[src/hdl/fdiv_pkg.sv]
`default_nettype none
// ----------------------------------------------------------------------------
// fdiv_pkg
// shared constants and the per-beat work record of the pipelined divider
// ----------------------------------------------------------------------------
package fdiv_pkg;

	localparam int FRAC_W         = 23;
	localparam int EXP_W          = 8;
	localparam int MANT_W         = FRAC_W + 1;
	localparam int QUO_W          = 26;
	localparam int REM_W          = MANT_W + 1;
	localparam int E_W            = 10;
	localparam int BITS_PER_STAGE = 2;
	localparam int NUM_STAGES     = QUO_W / BITS_PER_STAGE;

	localparam logic [MANT_W-1:0] HIDDEN_ONE = 24'h800000;
	localparam logic [E_W-1:0]    EXP_BIAS   = 10'd127;
	localparam logic [EXP_W-1:0]  EXP_MAX    = 8'hFF;

	// one item as it moves through the divide stages
	typedef struct packed {
		logic                    sign;
		logic                    special;
		logic [FRAC_W-1:0]       frac_a;
		logic signed [E_W-1:0]   expo;
		logic [MANT_W-1:0]       den;
		logic [REM_W-1:0]        rem;
		logic [QUO_W-1:0]        quo;
	} fdiv_work_t;

endpackage
`default_nettype wire

[src/hdl/fdiv_in_if.sv]
`default_nettype none
// ----------------------------------------------------------------------------
// fdiv_in_if
// operand channel: valid/ready with dividend and divisor
// ----------------------------------------------------------------------------
interface fdiv_in_if;
	logic        valid;
	logic        ready;
	logic [31:0] dividend;
	logic [31:0] divisor;

	modport source (output valid, output dividend, output divisor, input ready);
	modport sink   (input valid, input dividend, input divisor, output ready);
endinterface
`default_nettype wire

[src/hdl/fdiv_out_if.sv]
`default_nettype none
// ----------------------------------------------------------------------------
// fdiv_out_if
// result channel: valid/ready with the quotient
// ----------------------------------------------------------------------------
interface fdiv_out_if;
	logic        valid;
	logic        ready;
	logic [31:0] quotient;

	modport source (output valid, output quotient, input ready);
	modport sink   (input valid, input quotient, output ready);
endinterface
`default_nettype wire

[src/hdl/float32_divide.sv]
`default_nettype none
// ----------------------------------------------------------------------------
// float32_divide
// pipelined single-precision divider
// ----------------------------------------------------------------------------
// Takes one operand beat per cycle while the result is not stalled and
// returns one quotient beat per beat, in order; each beat passes through
// one operand-unpack register, 13 restoring division stages that each
// retire two of the 26 quotient bits, and rounding and packing in front
// of the output register. The whole pipeline
// advances together whenever the output register is empty or being taken, so
// a stalled result holds every stage and nothing is dropped or duplicated.
// Rounding is to nearest even; no subnormals, infinities or NaNs are handled.
module float32_divide (
	input  wire logic   clk,
	input  wire logic   arst_n,
	fdiv_in_if.sink     operands,
	fdiv_out_if.source  result
);
	import fdiv_pkg::*;

	logic       en;
	logic       valid_v [0:NUM_STAGES];
	fdiv_work_t work_v  [0:NUM_STAGES];
	fdiv_work_t prep;
	logic [31:0] quotient_n;
	logic        out_valid_q;
	logic [31:0] quotient_q;

	assign en             = !out_valid_q || result.ready;
	assign operands.ready = en;

	// unpack operands
	always_comb begin
		prep         = '0;
		prep.sign    = operands.dividend[31] ^ operands.divisor[31];
		prep.special = (operands.divisor[30:23] == '0);
		prep.frac_a  = operands.dividend[22:0];
		prep.expo    = (operands.dividend[30:23] == '0) ? '0 :
		               ({2'b00, operands.dividend[30:23]} - {2'b00, operands.divisor[30:23]}
		                + EXP_BIAS);
		prep.den     = HIDDEN_ONE | {1'b0, operands.divisor[22:0]};
		prep.rem     = {1'b0, HIDDEN_ONE | {1'b0, operands.dividend[22:0]}};
		prep.quo     = '0;
	end

	always_ff @(posedge clk or negedge arst_n) begin
		if (!arst_n) begin
			valid_v[0] <= 1'b0;
		end else if (en) begin
			valid_v[0] <= operands.valid;
		end
	end

	always_ff @(posedge clk) begin
		if (en) begin
			work_v[0] <= prep;
		end
	end

	// division stages
	for (genvar i = 0; i < NUM_STAGES; i++) begin : g_stage
		fdiv_stage u_stage (
			.clk     (clk),
			.arst_n  (arst_n),
			.en      (en),
			.valid_d (valid_v[i]),
			.work_d  (work_v[i]),
			.valid_q (valid_v[i+1]),
			.work_q  (work_v[i+1])
		);
	end

	fdiv_round u_round (
		.work     (work_v[NUM_STAGES]),
		.quotient (quotient_n)
	);

	// output register
	always_ff @(posedge clk or negedge arst_n) begin
		if (!arst_n) begin
			out_valid_q <= 1'b0;
		end else if (en) begin
			out_valid_q <= valid_v[NUM_STAGES];
		end
	end

	always_ff @(posedge clk) begin
		if (en) begin
			quotient_q <= quotient_n;
		end
	end

	assign result.valid    = out_valid_q;
	assign result.quotient = quotient_q;

	// a stalled result blocks new operands
	a_stall_blocks: assert property (@(posedge clk) disable iff (!arst_n)
		(out_valid_q && !result.ready) |-> !operands.ready)
		else $error("operands accepted while result stalled");

	// an accepted beat reaches the first stage
	a_enter: assert property (@(posedge clk) disable iff (!arst_n)
		(operands.valid && operands.ready) |=> valid_v[0])
		else $error("accepted beat lost at entry");

	// zero divisor exponent yields exponent field all ones
	a_special: assert property (@(posedge clk) disable iff (!arst_n)
		(en && valid_v[NUM_STAGES] && work_v[NUM_STAGES].special)
		|=> (result.valid && result.quotient[30:23] == EXP_MAX))
		else $error("zero divisor exponent not mapped to all ones");
endmodule
`default_nettype wire

[src/hdl/fdiv_stage.sv]
`default_nettype none
// ----------------------------------------------------------------------------
// fdiv_stage
// one restoring-division stage: retires two quotient bits per beat
// ----------------------------------------------------------------------------
module fdiv_stage (
	input  wire logic               clk,
	input  wire logic               arst_n,
	input  wire logic               en,
	input  wire logic               valid_d,
	input  wire fdiv_pkg::fdiv_work_t work_d,
	output logic                    valid_q,
	output fdiv_pkg::fdiv_work_t    work_q
);
	import fdiv_pkg::*;

	fdiv_work_t work_n;

	// compare, subtract, shift for each bit of this stage
	always_comb begin
		logic [REM_W-1:0] r;
		logic [QUO_W-1:0] qv;
		logic             qbit;
		work_n = work_d;
		r      = work_d.rem;
		qv     = work_d.quo;
		for (int k = 0; k < BITS_PER_STAGE; k++) begin
			qbit = (r >= {1'b0, work_d.den});
			if (qbit) begin
				r = r - {1'b0, work_d.den};
			end
			r  = {r[REM_W-2:0], 1'b0};
			qv = {qv[QUO_W-2:0], qbit};
		end
		work_n.rem = r;
		work_n.quo = qv;
	end

	// valid travels with the data
	always_ff @(posedge clk or negedge arst_n) begin
		if (!arst_n) begin
			valid_q <= 1'b0;
		end else if (en) begin
			valid_q <= valid_d;
		end
	end

	always_ff @(posedge clk) begin
		if (en) begin
			work_q <= work_n;
		end
	end
endmodule
`default_nettype wire

[src/hdl/fdiv_round.sv]
`default_nettype none
// ----------------------------------------------------------------------------
// fdiv_round
// normalize, round to nearest even, range check and pack the result
// ----------------------------------------------------------------------------
module fdiv_round (
	input  wire fdiv_pkg::fdiv_work_t work,
	output logic [31:0]          quotient
);
	import fdiv_pkg::*;

	logic [QUO_W:0]        q_r;
	logic signed [E_W-1:0] e_r;
	logic                  sticky;
	logic [FRAC_W-1:0]     frac;
	logic [EXP_W-1:0]      efield;

	assign sticky = |work.rem;

	// rounding point depends on whether the top quotient bit is set
	always_comb begin
		q_r = {1'b0, work.quo};
		e_r = work.expo;
		if (!work.quo[QUO_W-1]) begin
			if (q_r[0] && (sticky || q_r[1])) begin
				q_r = q_r + 27'd2;
			end
			if (!q_r[QUO_W-1]) begin
				q_r = q_r >> 1;
				e_r = e_r - 10'sd1;
			end else begin
				q_r = q_r >> 2;
			end
		end else begin
			if ((q_r[1:0] == 2'b11) || (q_r[1:0] == 2'b10 && (sticky || q_r[2]))) begin
				q_r = q_r + 27'd4;
			end
			q_r = q_r >> 2;
		end
	end

	assign frac   = q_r[FRAC_W-1:0];
	assign efield = (e_r[E_W-1] || (|e_r[E_W-2:EXP_W])) ? '0 : e_r[EXP_W-1:0];

	// divisor exponent zero bypasses the arithmetic
	assign quotient = work.special ? {work.sign, EXP_MAX, work.frac_a}
	                               : {work.sign, efield, frac};
endmodule
`default_nettype wire
[src/flat_wrapper.sv]
// flat-port wrapper written by rule: the top's interface ports become plain ports
module float32_divide_flat import fdiv_pkg::*;
  (clk, arst_n, operands_valid, operands_dividend, operands_divisor, operands_ready, result_valid, result_quotient, result_ready);
  fdiv_in_if operands_i ();
  fdiv_out_if result_i ();
  input  wire logic clk;
  input  wire logic arst_n;
  input wire logic [$bits(operands_i.valid)-1:0] operands_valid;
  input wire logic [$bits(operands_i.dividend)-1:0] operands_dividend;
  input wire logic [$bits(operands_i.divisor)-1:0] operands_divisor;
  output wire logic [$bits(operands_i.ready)-1:0] operands_ready;
  output wire logic [$bits(result_i.valid)-1:0] result_valid;
  output wire logic [$bits(result_i.quotient)-1:0] result_quotient;
  input wire logic [$bits(result_i.ready)-1:0] result_ready;
  assign operands_i.valid = operands_valid;
  assign operands_i.dividend = operands_dividend;
  assign operands_i.divisor = operands_divisor;
  assign operands_ready = operands_i.ready;
  assign result_valid = result_i.valid;
  assign result_quotient = result_i.quotient;
  assign result_i.ready = result_ready;
  float32_divide u_core (.clk(clk), .arst_n(arst_n), .operands(operands_i), .result(result_i));
endmodule
[config.mk]
export PLATFORM = sky130hd
export DESIGN_NAME = float32_divide_flat
export DESIGN_NICKNAME = d
export VERILOG_FILES = /design/src/hdl/fdiv_pkg.sv /design/src/hdl/fdiv_in_if.sv /design/src/hdl/fdiv_out_if.sv /design/src/hdl/float32_divide.sv /design/src/hdl/fdiv_stage.sv /design/src/hdl/fdiv_round.sv /design/src/flat_wrapper.sv
export SDC_FILE = /design/constraint.sdc
export NUM_CORES = 2
export LEC_CHECK = 0
export ABC_AREA = 1
export BUFFER_PORTS_ARGS = -buffer_cell sky130_fd_sc_hd__buf_2
export CORE_MARGIN = 2
export CORE_UTILIZATION = 40
export CTS_CLUSTER_DIAMETER = 60
export CTS_CLUSTER_SIZE = 12
export DETAILED_ROUTE_END_ITERATION = 10
export PLACE_DENSITY = 0.62
export SYNTH_ARGS = -nofsm -noshare
export SYNTH_HDL_FRONTEND = slang
export SYNTH_SLANG_ARGS = --single-unit
export TNS_END_PERCENT = 50
[constraint.sdc]
create_clock -name clk -period 122.1 [get_ports clk]
set_input_delay 24.42 -clock clk [delete_from_list [all_inputs] [get_ports clk]]
set_output_delay 24.42 -clock clk [all_outputs]
set_load 0.005 [all_outputs]
==> impl_metrics.tcl <==
set metrics [dict create \
    pin_count 102 \
    outcome "complete, no violations" \
    antenna_found_initial 20 \
    die_h_um 480 \
    async_flop_share_pct 1.13 \
    cp_cell_sequence "buf_2 -> inv_1 -> nand2_4 -> buf_2" \
    viasPerCell 5.24 \
    antenna_left 0 \
    whs_endpoint "u_core.g_stage[7].u_stage.work_q[78]$_DFFE_PP_" \
    grt_pass1_vias 71400 \
    finalSetupTns_ns 0 \
    synth.cell_area_mm2 0.0906 \
    drive_gt1_share_pct 4.82 \
    cts_hold_buf 0 \
    synthFlopType "edfxtp_1" \
    cpMaxStageDelayCell "nand2_4" \
    area_growth_pct 8.92 \
    worst_slack_ns 72.04 \
    core_area_mm2 0.225 \
    period_minus_slack_ns 50.06 \
    grt_first_pass_wirelength_um 429000 \
    seq_area_mm2 0.0399 \
    cts_setup_buffers 0 \
    clock-sinks 1330 \
    hp-start "u_core.g_stage[6].u_stage.work_q[78]$_DFFE_PP_" \
    grt_overflow 0 \
    h-tree-depth 4 \
    synthesis.nets 12000 \
    final.period_utilization_pct 41.0 \
    multi_input_area_mm2 0.0435 \
    yosysSeqAreaShare_pct 44.0 \
    synth_top_area_cell "edfxtp_1" \
    grt_setup_unrepaired "false" \
    wl_um 285000 \
    critPathBufInv 3 \
    crit_arrival_ns 25.64 \
    drc_errors 0 \
    first_iter_violations 7252 \
    first_pass_iters 6 \
    yosysUniqueCellTypes 63 \
    rr_worst_depth 18 \
    fp.dieW_um 480 \
    required_ns 97.68 \
    yosysTopAreaCellShare_pct 43.6 \
    holdPathStages 0 \
    slew_violations 0 \
    finalSetupViolations 0 \
    die-area_mm2 0.230 \
    synthesis.instances 11300 \
    clock_path_buffers 3 \
    end_kind "output port" \
    post_dp_cell_area_mm2 0.0940 \
    critPathLaunchType "input pin" \
    synth.avg_cell_area_um2 8.01 \
    numCtsBuffers 149 \
    groute.usage.overall_pct 24.2 \
    pre_cts_slack_ns 71.94 \
    timing.reg2reg.setup_slack_ns 115.35 \
    gp_congestion 0.979 \
    slowest_delay_ns 0.59 \
    cts_root_buf "clkbuf_16" \
    synth_edf_count 1315 \
    skew_ns 0.0839 \
    r2r-start "u_core.g_stage[8].u_stage.work_q[58]$_DFFE_PP_" \
    hold_viol_final 0 \
    hpwlAfterDp_um 231000 \
    crit_type "input pin to output port" \
    yosys_register_bits 1330 \
    nNetsFinal 12100 \
    wire_per_inst_um 19.7 \
    vias 76100 \
    clock_latency_ns 0.81 \
    grt_start_max_net_pins 185 \
    start_util_pct 40.3 \
    crit_top_cell "buf_2" \
    slew_headroom_pct 26.0 \
    rows 174 \
    port-buffer-count 101 \
    min_path_type "flip-flop to flip-flop" \
    fmax_mhz 20.0 \
    cts_resized 0 \
    worstReg2RegEnd "u_core.g_stage[9].u_stage.work_q[47]$_DFFE_PP_" \
    max_cap_viol_count 0 \
    stdcell_area_mm2 0.0987 \
    yosysWarningCount 0 \
    crit_family "buffers and inverters" \
    synth_area_leaders "edfxtp_1 44%, nand2_1 15%, ha_1 8.3%, inv_1 6.7%, nor2_1 3.8%" \
    worst_slew_pin_slew_ns 1.11 \
    nFillCells 22600 \
    crit_fanout 69 \
    clkTransAtPathRegs_ns 0.06 \
    cts_tree "done" \
]
-- through the flow --
stage               util (%)  hold slack [ns]  std cells
finish                  43.8            0.370      14500
floorplan                  -            0.400      11300
CTS                     43.8            0.370      14500
detailed placement      41.7            0.405      14300
global placement        41.7            0.400      14300
global route            43.8            0.385      14500
-- layout by cell type, fill, tap and decap left out, drive strengths merged, types with 16 or more instances in the layout --
cell / count
or2: 21
edfxtp: 1315
a21o: 44
buf: 122
a31oi: 35
a21oi: 560
nand2: 3718
clkinv: 33
nor4: 22
clkbuf: 181
xor2: 262
o21ai: 394
nand3: 674
nor2: 951
and2: 16
nand4: 388
o21bai: 62
nor3: 78
inv: 1667
ha: 598
nand3b: 65
xnor2: 197
-- worst max-delay path by stage --
stage	to	from	slack [ns]	cells past startpoint
global placement	operands_ready	result_ready	71.94	4
global route	operands_ready	result_ready	71.90	4
CTS	operands_ready	result_ready	71.94	4
floorplan	operands_ready	result_ready	37.50	3
detailed placement	operands_ready	result_ready	71.94	4
finish	operands_ready	result_ready	72.04	4
-- per-layer routing --
| layer | global-route usage, % | part of all wire [%] | vias to the layer above |
|---|---|---|---|
| met4 | 8.16 | 3.6 | 10 |
| li1 | - | - | 37500 |
| met3 | 3.23 | 6.1 | 466 |
| met2 | 39.1 | 45 | 2491 |
| met5 | 0 | 0.021 | - |
| met1 | 33.5 | 45 | 35600 |
-- sequential cells by signal, summed over array words and instances (netlist names) --
signal	cells
u_core.g_stage.u_stage.work_q	1225
u_core.work_v	58
u_core.result.quotient	32
u_core.g_stage.u_stage.valid_q	13
u_core.result.valid	1
u_core.valid_v	1
-- cell type report --
type,count,share of cell area (%)
multi-input combinational,8157,44.0
sequential,1330,40.4
inverter,1653,6.29
clock buffer,181,3.94
tap,2992,3.79
clock inverter,60,0.834
timing repair buffer,122,0.710
antenna,8,0.0203
-- synth_stat cells (23+ instances only) --
| cell | number |
|---|---|
| buf_2 | 92 |
| o21ai_0 | 335 |
| ha_1 | 598 |
| a21o_1 | 44 |
| nor2_2 | 23 |
| edfxtp_1 | 1315 |
| nand4_1 | 383 |
| nand2_1 | 3657 |
| xnor2_1 | 197 |
| nand2_2 | 47 |
| inv_1 | 1611 |
| clkbuf_1 | 25 |
| a21oi_1 | 548 |
| o21bai_1 | 61 |
| buf_6 | 32 |
| nand3b_1 | 63 |
| nand3_1 | 627 |
| nor3_1 | 71 |
| inv_2 | 40 |
| nor2_1 | 921 |
| nand3_2 | 34 |
| xor2_1 | 262 |
| a31oi_1 | 35 |
| o21ai_1 | 58 |
| buf_4 | 24 |
-- kinds of logic after synthesis --
kind of cell / Yosys count / synth area share (%)
flip-flops: 1330 / 44.0
buffers and inverters: 1829 / 8.07
multiplexers: 1 / 0.0124
adder cells (fa/ha/maj): 613 / 8.59
AND/OR/NAND/NOR: 5950 / 28.1
XOR/XNOR: 459 / 4.44
AO/OA/AOI/OAI: 1134 / 6.80
-- worst reg2reg max path: cells and delay by family, from the launching register on --
kind / cells / cell delay, ns
AND/OR/NAND/NOR: 14 / 4.86
adder cells (fa/ha/maj): 2 / 0.79
flip-flops: 1 / 0.47
AO/OA/AOI/OAI: 1 / 0.33
buffers and inverters: 1 / 0.14
Power is left out: the tool's default activity adds up to more than one toggle a clock period on the data nets, which glitch-free logic cannot reach.
